==> config.mk <==
export PLATFORM = sky130hd
export DESIGN_NAME = text_line_token_counter
export DESIGN_NICKNAME = d
export VERILOG_FILES = /design/src/tlc_pkg.sv /design/src/text_line_token_counter.sv /design/src/tlc_core.sv
export SDC_FILE = /design/constraint.sdc
export NUM_CORES = 1
export LEC_CHECK = 0
export ABC_AREA = 0
export BUFFER_PORTS_ARGS = -buffer_cell sky130_fd_sc_hd__buf_4
export CAP_MARGIN = 20
export CORE_ASPECT_RATIO = 0.6
export CORE_MARGIN = 2
export CORE_UTILIZATION = 65
export CTS_CLUSTER_DIAMETER = 50
export DETAILED_ROUTE_END_ITERATION = 8
export PLACE_DENSITY = 0.88
export SLEW_MARGIN = 20
export SYNTH_ARGS = -nofsm -noshare
export SYNTH_HDL_FRONTEND = slang
export SYNTH_HIERARCHICAL = 1
export SYNTH_SLANG_ARGS = --single-unit
==> constraint.sdc <==
create_clock -name clk -period 22.7 [get_ports clk]
set_input_delay 1.135 -clock clk [delete_from_list [all_inputs] [get_ports clk]]
set_output_delay 1.135 -clock clk [all_outputs]
set_load 0.02 [all_outputs]
==> src/tlc_pkg.sv <==
// Package for the text line and token counter.
// Word types for both channels, byte constants and register map.
// No dependencies.
package tlc_pkg;

	localparam int COUNT_WIDTH_DEF = 32;
	localparam int OUT_WIDTH       = 32;
	localparam int APB_DATA_WIDTH  = 32;
	localparam int APB_ADDR_WIDTH  = 3;
	localparam int REG_IDX_WIDTH   = 1;

	localparam logic [7:0] NL_BYTE       = 8'h0A;
	localparam logic [7:0] SP_BYTE       = 8'h20;
	localparam logic [7:0] TAB_BYTE      = 8'h09;
	localparam logic [7:0] COMMENT_RESET = 8'h25;

	// register index, byte address is 4 * index
	localparam logic [REG_IDX_WIDTH-1:0] REG_COMMENT_CHAR = 1'b0;

	typedef struct packed {
		logic [7:0] byte_value;
		logic       has_byte;
		logic       is_last;
	} src_word_t;

	typedef struct packed {
		logic [OUT_WIDTH-1:0] line_count;
		logic [OUT_WIDTH-1:0] token_count;
		logic [OUT_WIDTH-1:0] max_line_tokens;
		logic [OUT_WIDTH-1:0] byte_count;
	} res_word_t;

endpackage

==> src/text_line_token_counter.sv <==
// Top level of the text line and token counter: APB register and counting core.
// Depends on tlc_pkg and tlc_core.
//
// channel   dir  handshake          word
// src       in   src_valid/stall    src_word_t: byte_value, has_byte, is_last
// res       out  res_valid/stall    res_word_t: four 32-bit counts
// apb       in   psel/penable       comment_char at byte address 0
//
// One word a cycle while src_stall is low; a word goes through an input register and,
// if it ends the file, its counts are then registered in the result register.
// Reset clears the valid flags of both stages and all counters; comment_char returns to '%'.
// While a result is stalled, words that end no file keep flowing; an end word
// waits in the input register, and the source sees stall, until it is taken.
module text_line_token_counter
	import tlc_pkg::*;
#(
	parameter int COUNT_WIDTH = COUNT_WIDTH_DEF
) (
	input  logic                      clk,
	input  logic                      arst_n,
	input  logic                      psel,
	input  logic                      penable,
	input  logic                      pwrite,
	input  logic [APB_ADDR_WIDTH-1:0] paddr,
	input  logic [APB_DATA_WIDTH-1:0] pwdata,
	output logic [APB_DATA_WIDTH-1:0] prdata,
	output logic                      pready,
	input  logic                      src_valid,
	output logic                      src_stall,
	input  src_word_t                 src_word,
	output logic                      res_valid,
	input  logic                      res_stall,
	output res_word_t                 res_word
);

	logic [7:0]               comment_char_q;
	logic [REG_IDX_WIDTH-1:0] reg_idx;
	logic                     reg_wr;

	assign reg_idx = paddr[APB_ADDR_WIDTH-1:2];
	assign pready  = 1'b1;
	assign reg_wr  = psel && penable && pwrite && pready;

	always_ff @(posedge clk or negedge arst_n) begin
		if (!arst_n) begin
			comment_char_q <= COMMENT_RESET;
		end else if (reg_wr && reg_idx == REG_COMMENT_CHAR) begin
			comment_char_q <= pwdata[7:0];
		end
	end

	always_comb begin
		prdata = '0;
		if (reg_idx == REG_COMMENT_CHAR) begin
			prdata = APB_DATA_WIDTH'(comment_char_q);
		end
	end

	tlc_core #(
		.COUNT_WIDTH(COUNT_WIDTH)
	) u_core (
		.clk          (clk),
		.arst_n       (arst_n),
		.comment_char (comment_char_q),
		.src_valid    (src_valid),
		.src_stall    (src_stall),
		.src_word     (src_word),
		.res_valid    (res_valid),
		.res_stall    (res_stall),
		.res_word     (res_word)
	);

endmodule

==> src/tlc_core.sv <==
// Counting core: input stage, per-file counters and result register.
// Depends on tlc_pkg.
module tlc_core
	import tlc_pkg::*;
#(
	parameter int COUNT_WIDTH = COUNT_WIDTH_DEF
) (
	input  logic       clk,
	input  logic       arst_n,
	input  logic [7:0] comment_char,
	input  logic       src_valid,
	output logic       src_stall,
	input  src_word_t  src_word,
	output logic       res_valid,
	input  logic       res_stall,
	output res_word_t  res_word
);

	typedef enum logic [1:0] {
		LK_IDLE    = 2'd0,
		LK_NORMAL  = 2'd1,
		LK_COMMENT = 2'd2
	} line_kind_t;

	typedef logic [COUNT_WIDTH-1:0] cnt_t;

	function automatic cnt_t sat_inc(input cnt_t v, input logic en);
		if (en && !(&v)) begin
			return v + COUNT_WIDTH'(1);
		end
		return v;
	endfunction

	function automatic logic [OUT_WIDTH-1:0] sat_out(input cnt_t v);
		logic [63:0] w;
		w = 64'(v);
		if (|w[63:OUT_WIDTH]) begin
			return '1;
		end
		return w[OUT_WIDTH-1:0];
	endfunction

	logic       s1_valid_q;
	src_word_t  s1_word_q;
	logic       s1_adv;
	logic       src_take;
	logic       step;

	logic       inside_q;
	line_kind_t kind_q;
	cnt_t       lines_q, tokens_q, tl_q, most_q, bytes_q;

	logic       n_inside;
	line_kind_t n_kind;
	cnt_t       n_lines, n_tokens, n_tl, n_most, n_bytes;
	cnt_t       tl_closed;
	cnt_t       f_tokens, f_tl, f_most;

	logic       res_valid_q;
	res_word_t  res_word_q;

	// a word that closes a file waits while the result register is held
	assign s1_adv    = !(s1_word_q.is_last && res_valid_q && res_stall);
	assign src_stall = s1_valid_q && !s1_adv;
	assign src_take  = src_valid && !src_stall;
	assign step      = s1_valid_q && s1_adv;

	always_comb begin
		n_inside  = inside_q;
		n_kind    = kind_q;
		n_lines   = lines_q;
		n_tokens  = tokens_q;
		n_tl      = tl_q;
		n_most    = most_q;
		n_bytes   = bytes_q;
		tl_closed = tl_q;
		if (s1_word_q.has_byte) begin
			n_bytes = sat_inc(bytes_q, 1'b1);
			priority if (s1_word_q.byte_value == comment_char && kind_q == LK_IDLE) begin
				n_kind = LK_COMMENT;
			end else if (s1_word_q.byte_value == NL_BYTE) begin
				if (kind_q != LK_COMMENT) begin
					n_lines   = sat_inc(lines_q, 1'b1);
					n_tokens  = sat_inc(tokens_q, inside_q);
					tl_closed = sat_inc(tl_q, inside_q);
				end
				n_inside = 1'b0;
				n_kind   = LK_IDLE;
				n_most   = (most_q < tl_closed) ? tl_closed : most_q;
				n_tl     = '0;
			end else if (s1_word_q.byte_value == SP_BYTE ||
					s1_word_q.byte_value == TAB_BYTE) begin
				n_tokens = sat_inc(tokens_q, inside_q);
				n_tl     = sat_inc(tl_q, inside_q);
				n_inside = 1'b0;
			end else begin
				if (kind_q != LK_COMMENT) begin
					n_inside = 1'b1;
					n_kind   = LK_NORMAL;
				end
			end
		end
		// end of file: close any open token and fold the last line in
		f_tokens = sat_inc(n_tokens, n_inside);
		f_tl     = sat_inc(n_tl, n_inside);
		f_most   = (n_most < f_tl) ? f_tl : n_most;
	end

	always_ff @(posedge clk or negedge arst_n) begin
		if (!arst_n) begin
			s1_valid_q  <= 1'b0;
			inside_q    <= 1'b0;
			kind_q      <= LK_IDLE;
			lines_q     <= '0;
			tokens_q    <= '0;
			tl_q        <= '0;
			most_q      <= '0;
			bytes_q     <= '0;
			res_valid_q <= 1'b0;
		end else begin
			if (src_take) begin
				s1_valid_q <= 1'b1;
			end else if (s1_adv) begin
				s1_valid_q <= 1'b0;
			end
			if (step) begin
				if (s1_word_q.is_last) begin
					inside_q <= 1'b0;
					kind_q   <= LK_IDLE;
					lines_q  <= '0;
					tokens_q <= '0;
					tl_q     <= '0;
					most_q   <= '0;
					bytes_q  <= '0;
				end else begin
					inside_q <= n_inside;
					kind_q   <= n_kind;
					lines_q  <= n_lines;
					tokens_q <= n_tokens;
					tl_q     <= n_tl;
					most_q   <= n_most;
					bytes_q  <= n_bytes;
				end
			end
			if (step && s1_word_q.is_last) begin
				res_valid_q <= 1'b1;
			end else if (!res_stall) begin
				res_valid_q <= 1'b0;
			end
		end
	end

	always_ff @(posedge clk) begin
		if (src_take) begin
			s1_word_q <= src_word;
		end
		if (step && s1_word_q.is_last) begin
			res_word_q.line_count      <= sat_out(n_lines);
			res_word_q.token_count     <= sat_out(f_tokens);
			res_word_q.max_line_tokens <= sat_out(f_most);
			res_word_q.byte_count      <= sat_out(n_bytes);
		end
	end

	assign res_valid = res_valid_q;
	assign res_word  = res_word_q;

endmodule

Yosys cells after proc, flatten, opt, wreduce, memory -nomap -nowiden:

Index checks and enable logic that the tools add are counted.

* add/subtract/negate cells: 6
* order comparisons: 2
* equality and inequality tests: 8
* mux-type cells: 86
* bitwise operators: 1
* reductions and logical operators: 31

Operators by type and width (count)
* 32-bit 2-to-1 mux: 42
* 32-bit by 1-bit adder with 32-bit output (second input constant): 6
* 32-bit AND reduction: 6
* 32-bit < comparator: 2
* 1-bit 2-to-1 mux: 37
* 8-bit by 4-bit equality test with 1-bit output (second input constant): 2
* 1-bit logical AND: 14
* 2-bit 2-to-1 mux: 6
* 8-bit by 6-bit equality test with 1-bit output (second input constant): 1
* 8-bit equality test: 1
* 8-bit 2-to-1 mux: 1
* 1-bit logical NOT: 6
* 2-bit by 1-bit != test with 1-bit output (second input constant): 2
* 4-bit by 1-bit != test with 1-bit output (second input constant): 1
* 4-bit AND reduction: 1
* 4-bit nonzero test: 1
* 2-bit logical NOT: 1
* 2-bit != test (second input constant): 1
* 2-bit nonzero test: 1
* 1-bit logical OR: 1
* 1-bit inverter: 1

* flip-flop bits (word level): 311
* output and inout port bits: 163

Longest topological paths before layout:

Gate-level depths: netlist of run 1.

* depth after elaboration: 20
* mapped depth: 34
* mapped depth without buffers: 30

Hierarchy:

Netlist of run 1, hierarchy kept.

Modules (own cells, without submodules)
* tlc_core: instances 1, cells each 2082, area an instance 19178.4 sq um, sequential area each 8272.9 sq um
* text_line_token_counter: instances 1, cells each 52, area an instance 583.1 sq um, sequential area each 203.9 sq um

Worst setup path after synthesis of run 1:

Ideal clock, no wire load.

* path kind: in2reg
* start: input res_stall
* end: register u_core.res_word_q (netlist bit u_core/res_word[0]), enable pin
* library setup time: 0.619 ns
* data arrival time: 7.021 ns
* required time: 22.081 ns
* setup slack: 15.060 ns
* stages: 5
* cell sequence: nand3_1 -> nand2_1 -> clkbuf_1 -> clkbuf_1 -> nor2_1

* word-level cells in the longest chain between the ends: 4

Ends and longest elaborated chain
* from (decl): line text_line_token_counter.sv:32 `input logic res_stall,`
* 1-bit logical AND: line tlc_core.sv:63 `assign s1_adv = !(s1_word_q.is_last && res_valid_q && res_stall);`
* 1-bit logical NOT: line tlc_core.sv:63
* 1-bit logical AND: line tlc_core.sv:66 `assign step = s1_valid_q && s1_adv;`
* 1-bit logical AND: line tlc_core.sv:157 `if (step && s1_word_q.is_last) begin`
* to (decl): line tlc_core.sv:60 `res_word_t res_word_q;`

No other way between the ends.
A chain may end at the register's enable or synchronous reset.

Final worst setup path of run 1:

* start: register u_core.tl_q[0]
* end: register u_core.res_word_q (netlist bit u_core/res_word[53]) (data pin)

* word-level cells in the longest chain between the ends: 20
* elaborated cells between the ends (all ways): 38
* classes of those cells: add/sub (2); order compare (2); mux (28); reduce/logical (6)

Ends and longest elaborated chain
* from (decl): line tlc_core.sv:51 `cnt_t lines_q, tokens_q, tl_q, most_q, bytes_q;`
* from (signal assigned): line tlc_core.sv:140 `tl_q <= n_tl;`
* parallel branches: the longest is 19 deep, another holds 32-bit by 1-bit adder with 32-bit output
* 32-bit 2-to-1 mux (*): line tlc_core.sv:106 `f_most = (n_most < f_tl) ? f_tl : n_most;`
* named net u_core.f_most[21]: line tlc_core.sv:57 `cnt_t f_tokens, f_tl, f_most;`

Mark *: on every way through the listed nets, which the timed path passes. The select of a mux whose other input is x is not followed.

==> results of run 1 <==
worst max-delay path: cells and delay by family, from the launching register on:
family / cells / cell delay, ns
XOR/XNOR: 1 / 0.20
AO/OA/AOI/OAI: 11 / 4.53
flip-flops: 1 / 0.57
multiplexers: 1 / 0.36
AND/OR/NAND/NOR: 12 / 3.28
buffers and inverters: 3 / 1.12
adder cells (fa/ha/maj): 3 / 1.04
final cells by class:
cell class,count,area (µm²)
Clock buffer,34,787
Clock inverter,23,315
Fill cell,2139,7750
Inverter,58,218
Multi-Input combinational cell,1622,10400
Sequential cell,311,8480
Tap cell,408,510
Timing Repair Buffer,188,1440
synth_stat cells (56+ instances only):
cell type  number
dfrtp_1       170
nand2_1       236
o21ai_0       182
nor2_1        149
xnor2_1       115
nor3_1         56
nand3_1        87
a21oi_1        97
inv_1          58
clkbuf_1      119
xor2_1         66
edfxtp_1      138
ha_1           66
through the flow:
step / utilization / instance area [µm²] / std cells / power (µW)
detailed placement: 0.703 / 21000 / 2586 / 804
finish: 0.741 / 22200 / 2644 / 1360
global placement: 0.703 / 21000 / 2586 / 795
floorplan: - / 19800 / 2157 / 751
global route: 0.741 / 22200 / 2644 / 1390
CTS: 0.740 / 22100 / 2643 / 1360
layer usage:
metal  track usage  up-vias
met2         0.500     1120
met3        0.0872       84
met5             0        -
met1         0.514     8356
met4        0.0666        0
li1              -     7895
worst max-delay path by stage:
stage,to,depth (start not counted)
after floorplan,u_core/res_word[0],5
after global placement,u_core/res_word[53],31
after detailed placement,u_core/res_word[53],31
after CTS,u_core/res_word[53],31
after global routing,u_core/res_word[53],31
final,u_core/res_word[53],31
logic make-up (layout without fill, tap and decap cells):
group                    after synthesis  after routing  share of synthesized area
XOR/XNOR                             181            181                     0.0802
adder cells (fa/ha/maj)               66             66                     0.0418
other                                  2             25                   0.000380
buffers and inverters                224            303                     0.0510
multiplexers                          65             65                     0.0339
AO/OA/AOI/OAI                        504            504                      0.165
flip-flops                           311            311                      0.429
AND/OR/NAND/NOR                      781            781                      0.199
power breakdown:
part	switching, µW	internal [µW]	leakage (µW)
clock	236	323	0.000520
sequential	31.8	619	0.00374
combinational	93.6	51.3	0.00467
total	361	994	0.00892
state kept, by name, indices dropped and copies added, names as in the netlist, 2 cells and up:
register and cells:
u_core/tl_q 32, u_core/most_q 32, comment_char_q 8, u_core/lines_q 32, u_core/bytes_q 32, u_core/tokens_q 32
u_core/res_word 128, u_core/s1_word_q 10, u_core/kind_q 2
==> metrics.md, run 1 <==
| Metric | Value |
|---|---|
| Antenna Cells | `0` |
| CTS tree | `built` |
| Area contributors post-synth | `dfrtp_1, edfxtp_1, xnor2_1` |
| Final Setup Violations | `0` |
| RR Startpoint | `u_core/tl_q[0]` |
| CP max FO | `53` |
| Worst Hold Class | `reg -> reg` |
| Htree depth | `1` |
| Clock Path Buffers | `3` |
| Met2 routed WL | `24,100 µm` |
| Fin. max-slew vios | `0` |
| Layout cells sized above 1 | `0.132` |
| Total congestion overflow | `0` |
| Drt total wl | `55,800 µm` |
| Setup TNS | `0 ns` |
| First-pass GRT wire length | `between 80,000 and 90,000 µm` |
| Mapped cell area | `roughly 0.020 mm²` |
| Critical path required time | `between 20 and 25 ns` |
| Clock transition at path regs | `0.07 ns` |
| Postcts setup bufs | `0` |
| Worst-margin pin slew | `1.25 ns` |
| Dpl hpwl | `39,500 µm` |
| Slowest stage delay, CP | `around 1.1 ns` |
| Die Height | `139 µm` |
| Critical-path top delay cell | `a2111oi_0` |
| Num CTS Buffers | `31` |
| Worst hold slack | `~0.5 ns` |
| Commonest non-fill, non-tap cell in the layout | `nand2_1` |
| R2r setup slk | `around 11 ns` |
| Commonest non-fill, non-tap cells in the layout | `nand2_1, buf_4, o21ai_0, dfrtp_1, nor2_1` |
| Input/output buffers | `about 160` |
| Max-cap violation count | `0` |
| DR pass1 iterations | `6` |
| Crit path DAT | `between 10 and 15 ns` |
| Crit path kind | `reg -> reg` |
| Fmax | `between 80 and 90 MHz` |
| Cell accounting for the most synthesized area | `dfrtp_1` |
| Via count | `17,500` |
| Routed Antenna Nets | `0` |
| Yosys reg bits | `~310` |
| Metal3 WL | `~7000 µm` |
| Vias/cell | `about 6.6` |
| Hold endpoint | `u_core/bytes_q[9]` |
| Crit end category | `register` |
| Reg2reg end | `u_core/res_word[53]` |
| Number of global-route vias before repair | `between 15,000 and 20,000` |
| Worst clock skew | `0.0230 ns` |
| Power Dens Cells | `~61 mW/mm²` |
| Tot GR Track Use | `0.341` |
| Share of Yosys cell area claimed by the top area cell type | `0.215` |
| Reported leakage power | `0.00892 µW` |
| Hold depth | `2` |
| Die Span X | `between 200 and 250 µm` |
| CP Launch Point | `u_core/tl_q[0]` |
| Min-delay src | `u_core/bytes_q[9]` |
| Highest routed layer | `met4` |
| Post-synth EDFFs | `138` |
| Ys async rst share | `0.556` |
| Placer Congestion | `between 0.9 and 1` |
| Top FF cell, synth | `dfrtp_1` |
| Crit share post-route | `0.501` |
| I/O pin total | `roughly 220` |
| Worst skew pair latency | `0.58 ns` |
| Final hold violation count | `0` |
| RSZ-0062 raised after global routing | `no` |
| FF-to-FF path depth | `31` |
| Largest net degree at the start of global routing | `100` |
| Hold_buf cts | `0` |
| Row count | `49` |
| YS warnings | `6` |
| DIE AREA | `roughly 0.032 mm²` |
| Clock sinks | `about 310` |
| Resize count post-CTS | `0` |
| DRT met1 WL | `approximately 24,000 µm` |
| Seq/Total Area, Yosys | `0.429` |
| Normalized max-slew margin | `0.147` |
| Startpoint Class | `register` |
| Cell variety after synth | `slightly below 90` |
| Area growth, synth to finish | `12.2%` |
| Initial Utilization | `0.661` |
| Maximum vdd drop | `between 0.05 and 0.06 mV` |
| Initial antenna violation count | `0` |
| DRC violations left | `0` |
| Initial DRC count | `between 2,000 and 3,000` |
| Tmin final | `~11 ns` |
| Routed wire length per instance | `21.1 µm` |
| Post-synthesis cell count | `between 2,000 and 2,500` |
| Worst Slack Setup Final | `11.33 ns` |
| Root Buffer Master | `clkbuf_16` |
| Pre-CTS setup slack | `12.01 ns` |
| Status | `complete, no violations` |
| Avg Inst Size Synth | `~9 µm²` |
| Final nets | `2,330` |
| Core Footprint | `approximately 0.03 mm²` |
Power figures use the tool's default switching activity.
==> run 2, diff against run 1 <==
--- a/config.mk
+++ b/config.mk
@@ -5,15 +5,15 @@
 export SDC_FILE = /design/constraint.sdc
 export NUM_CORES = 1
 export LEC_CHECK = 0
-export ABC_AREA = 0
+export ABC_AREA = 1
 export BUFFER_PORTS_ARGS = -buffer_cell sky130_fd_sc_hd__buf_4
 export CAP_MARGIN = 20
 export CORE_ASPECT_RATIO = 0.6
 export CORE_MARGIN = 2
-export CORE_UTILIZATION = 65
+export CORE_UTILIZATION = 60
 export CTS_CLUSTER_DIAMETER = 50
 export DETAILED_ROUTE_END_ITERATION = 8
-export PLACE_DENSITY = 0.88
+export PLACE_DENSITY = 0.82
 export SLEW_MARGIN = 20
 export SYNTH_ARGS = -nofsm -noshare
 export SYNTH_HDL_FRONTEND = slang
==> constraint.sdc (replaced) <==
create_clock -name clk -period 11.6 [get_ports clk]
set_input_delay 0.58 -clock clk [delete_from_list [all_inputs] [get_ports clk]]
set_output_delay 0.58 -clock clk [all_outputs]
set_load 0.02 [all_outputs]
==> run 2 against run 1 <==
  * Die area rose by 13%
  * Count of clock-buffer cells in the layout rose by 9
  * Combinational power rose by 140%
  * Synthesized cell count rose by 31%
  * Clock skew fell by 0.0065 ns
  * Critical path depth rose by 3
  * Sequential power rose by 86%
  * Global-route usage rose by 1.7 points
  * Critical path type unchanged
  * Critical endpoint is now u_core/res_word[61]
  * Highest routed layer unchanged
==> metrics.md, run 2 <==
| Metric | Value |
|---|---|
| Register area | `between 0.008 and 0.009 mm²` |
| Tot GR Track Use | `0.357` |
| Clock sinks | `approximately 310` |
| Post-synth EDFFs | `138` |
| Placer Congestion | `1.01` |
| Antenna Cells | `0` |
| Tmin final | `8.63 ns` |
| Pre-CTS setup slack | `3.35 ns` |
| Crit path kind | `reg -> reg` |
| Finished Layout Cells | `about 3,400` |
| Post-synthesis cell count | `2,792` |
| Critical path required time | `11.89 ns` |
| Critical-path top delay cell | `nor4_1` |
| Crit share post-route | `0.744` |
| Avg Inst Size Synth | `7.41 µm²` |
| Htree depth | `2` |
| Via count | `20,100` |
| RR Startpoint | `u_core/tl_q[0]` |
| Vias/cell | `5.91` |
| Startpoint Class | `register` |
| R2r setup slk | `about 3.0 ns` |
| Ys async rst share | `0.556` |
| Total congestion overflow | `0` |
| Worst Hold Class | `in -> async` |
| Commonest cells post-synth | `nand2_1, inv_1, nor2_1` |
| Final hold violation count | `0` |
| Status | `complete, no violations` |
| Placed insts | `around 3,300` |
| CP dominant cell by count | `nand2_1` |
| Num CTS Buffers | `35` |
| Slowest stage delay, CP | `around 0.75 ns` |
| Fmax | `116 MHz` |
| Seq/Total Area, Yosys | `0.409` |
| Worst Slack Setup Final | `between 2 and 3 ns` |
| Die Span X | `244 µm` |
| Share of Yosys cell area claimed by the top area cell type | `0.205` |
| Area growth, synth to finish | `12.4%` |
| Fin. max-slew vios | `0` |
| Power Dens Cells | `114 mW/mm²` |
| Routed wire length per instance | `just under 20 µm` |
| Normalized max-slew margin | `0.333` |
| Worst skew pair latency | `roughly 0.55 ns` |
| Mapped cell area | `a little over 0.02 mm²` |
| CTS tree | `built` |
| Commonest non-fill, non-tap cells in the layout | `nand2_1, inv_1, nor2_1, o21ai_0, buf_4` |
| Crit path DAT | `8.92 ns` |
| Top FF cell, synth | `dfrtp_1` |
| Dpl hpwl | `around 48,000 µm` |
| Worst-margin pin slew | `around 1.0 ns` |
| Largest net degree at the start of global routing | `75` |
| First-pass GRT wire length | `~100,000 µm` |
| Count leader, synth | `nand2_1` |
| Number of fill cells | `approximately 2,900` |
| RSZ-0062 raised after global routing | `no` |
| Cell variety after synth | `53` |
| Layout cells sized above 1 | `0.0998` |
| CP endpoint | `u_core/res_word[61]` |
| Routed Antenna Nets | `0` |
| Reported leakage power | `~0.011 µW` |
| Die Height | `about 150 µm` |
| Core Footprint | `between 0.03 and 0.04 mm²` |
| Root Buffer Master | `clkbuf_16` |
| Hold_buf cts | `0` |
| Resize count post-CTS | `0` |
| Clock transition at path regs | `0.07 ns` |
| FF-to-FF path depth | `34` |
| Row count | `52` |
| I/O pin total | `around 220` |
| Final Setup Violations | `0` |
| Area occupied by multi-input gates | `~0.01 mm²` |
| Max-cap violation count | `0` |
| Maximum vdd drop | `0.106 mV` |
| Initial Utilization | `0.612` |
| Cell accounting for the most synthesized area | `dfrtp_1` |
| Worst clock skew | `~0.017 ns` |
| Commonest non-fill, non-tap cell in the layout | `nand2_1` |
| DIE AREA | `~0.036 mm²` |
| Postcts setup bufs | `0` |
| Drt total wl | `65,700 µm` |
| Initial DRC count | `about 2,700` |
| YS warnings | `6` |
| DRC violations left | `0` |
| CP max FO | `48` |
| Number of global-route vias before repair | `around 18,000` |
| Input/output buffers | `around 160` |
| CP Launch Point | `u_core/tl_q[0]` |
| Setup TNS | `0 ns` |
| Yosys reg bits | `just over 300` |
| Reg2reg end | `u_core/res_word[61]` |
| Final nets | `between 3,000 and 4,000` |
| Area contributors post-synth | `dfrtp_1, edfxtp_1, nand2_1` |
| Clock Path Buffers | `3` |
| Max FFs per register | `128` |
| Initial antenna violation count | `0` |
| Crit end category | `register` |
| DR pass1 iterations | `7` |
[run 2: cell count changes in the layout (fill, tap and decap cells not counted), moves of 24 or more]
| cell | previous run | this run |
|---|---|---|
| nand3_1 | 87 | 142 |
| a21oi_1 | 97 | 49 |
| mux2i_1 | 53 | 0 |
| nor2_1 | 147 | 208 |
| inv_1 | 58 | 386 |
| xor2_1 | 66 | 138 |
| o21ai_1 | 1 | 25 |
| a22o_1 | 42 | 5 |
| o22ai_1 | 5 | 91 |
| and3_1 | 29 | 1 |
| xnor2_1 | 115 | 1 |
| nand2_1 | 234 | 796 |
[run 2: cell type report]
class	instances	area share
clock inverter	21	0.00806
timing repair buffer	184	0.0595
tap	459	0.0247
clock buffer	43	0.0398
multi-input combinational	1993	0.440
sequential	311	0.364
inverter	394	0.0637
[run 2: worst max-delay path: cells and delay by family, from the launching register on]
kind            cells  cell delay, ns
flops               1            0.56
simple gates       18            3.86
buf+inv             8            1.53
compound gates      5            1.27
fa+ha+maj           3            1.06
[run 2: how the worst min path moves through the flow]
stage / end / startpoint / slack (ns) / cells after the start
final: u_core/tokens_q[30] / arst_n / 0.03 / 1
after global routing: u_core/tokens_q[30] / arst_n / 0.09 / 1
after CTS: u_core/tokens_q[29] / arst_n / 0.08 / 1
after detailed placement: comment_char_q[0] / comment_char_q[0] / 0.48 / 2
after global placement: comment_char_q[0] / comment_char_q[0] / 0.47 / 2
after floorplan: comment_char_q[1] / arst_n / 0.28 / 0
[run 2: per-layer routing]
layer	routed length [µm]	up-vias	share of wire	track usage
met2	26300	1199	0.40	0.487
li1	-	9393	-	-
met5	0	-	0	0
met1	29100	9452	0.44	0.545
met3	9380	84	0.14	0.127
met4	905	0	0.014	0.0674
[run 2: kinds of logic after synthesis]
family	after synthesis	synth area share
adder cells (fa/ha/maj)	66	0.0399
AND/OR/NAND/NOR	1334	0.271
flip-flops	311	0.409
XOR/XNOR	139	0.0588
multiplexers	1	0.000544
other	2	0.000363
AO/OA/AOI/OAI	428	0.118
buffers and inverters	511	0.101
[run 2: stage by stage]
stage | instance area (µm²) | hold slack [ns] | util | power, µW
after floorplan | 20800 | 0.284 | - | 1450
after global placement | 22200 | 0.475 | 0.655 | 1560
after detailed placement | 22200 | 0.477 | 0.655 | 1570
after CTS | 23300 | 0.0788 | 0.688 | 2660
after global routing | 23300 | 0.0915 | 0.688 | 2740
final | 23300 | 0.0343 | 0.688 | 2650
[run 2: power by group]
part	internal, µW	switching, µW	leakage (µW)
Clock	606	493	0.000542
Sequential	1190	19.3	0.00373
Combinational	93.6	252	0.00630
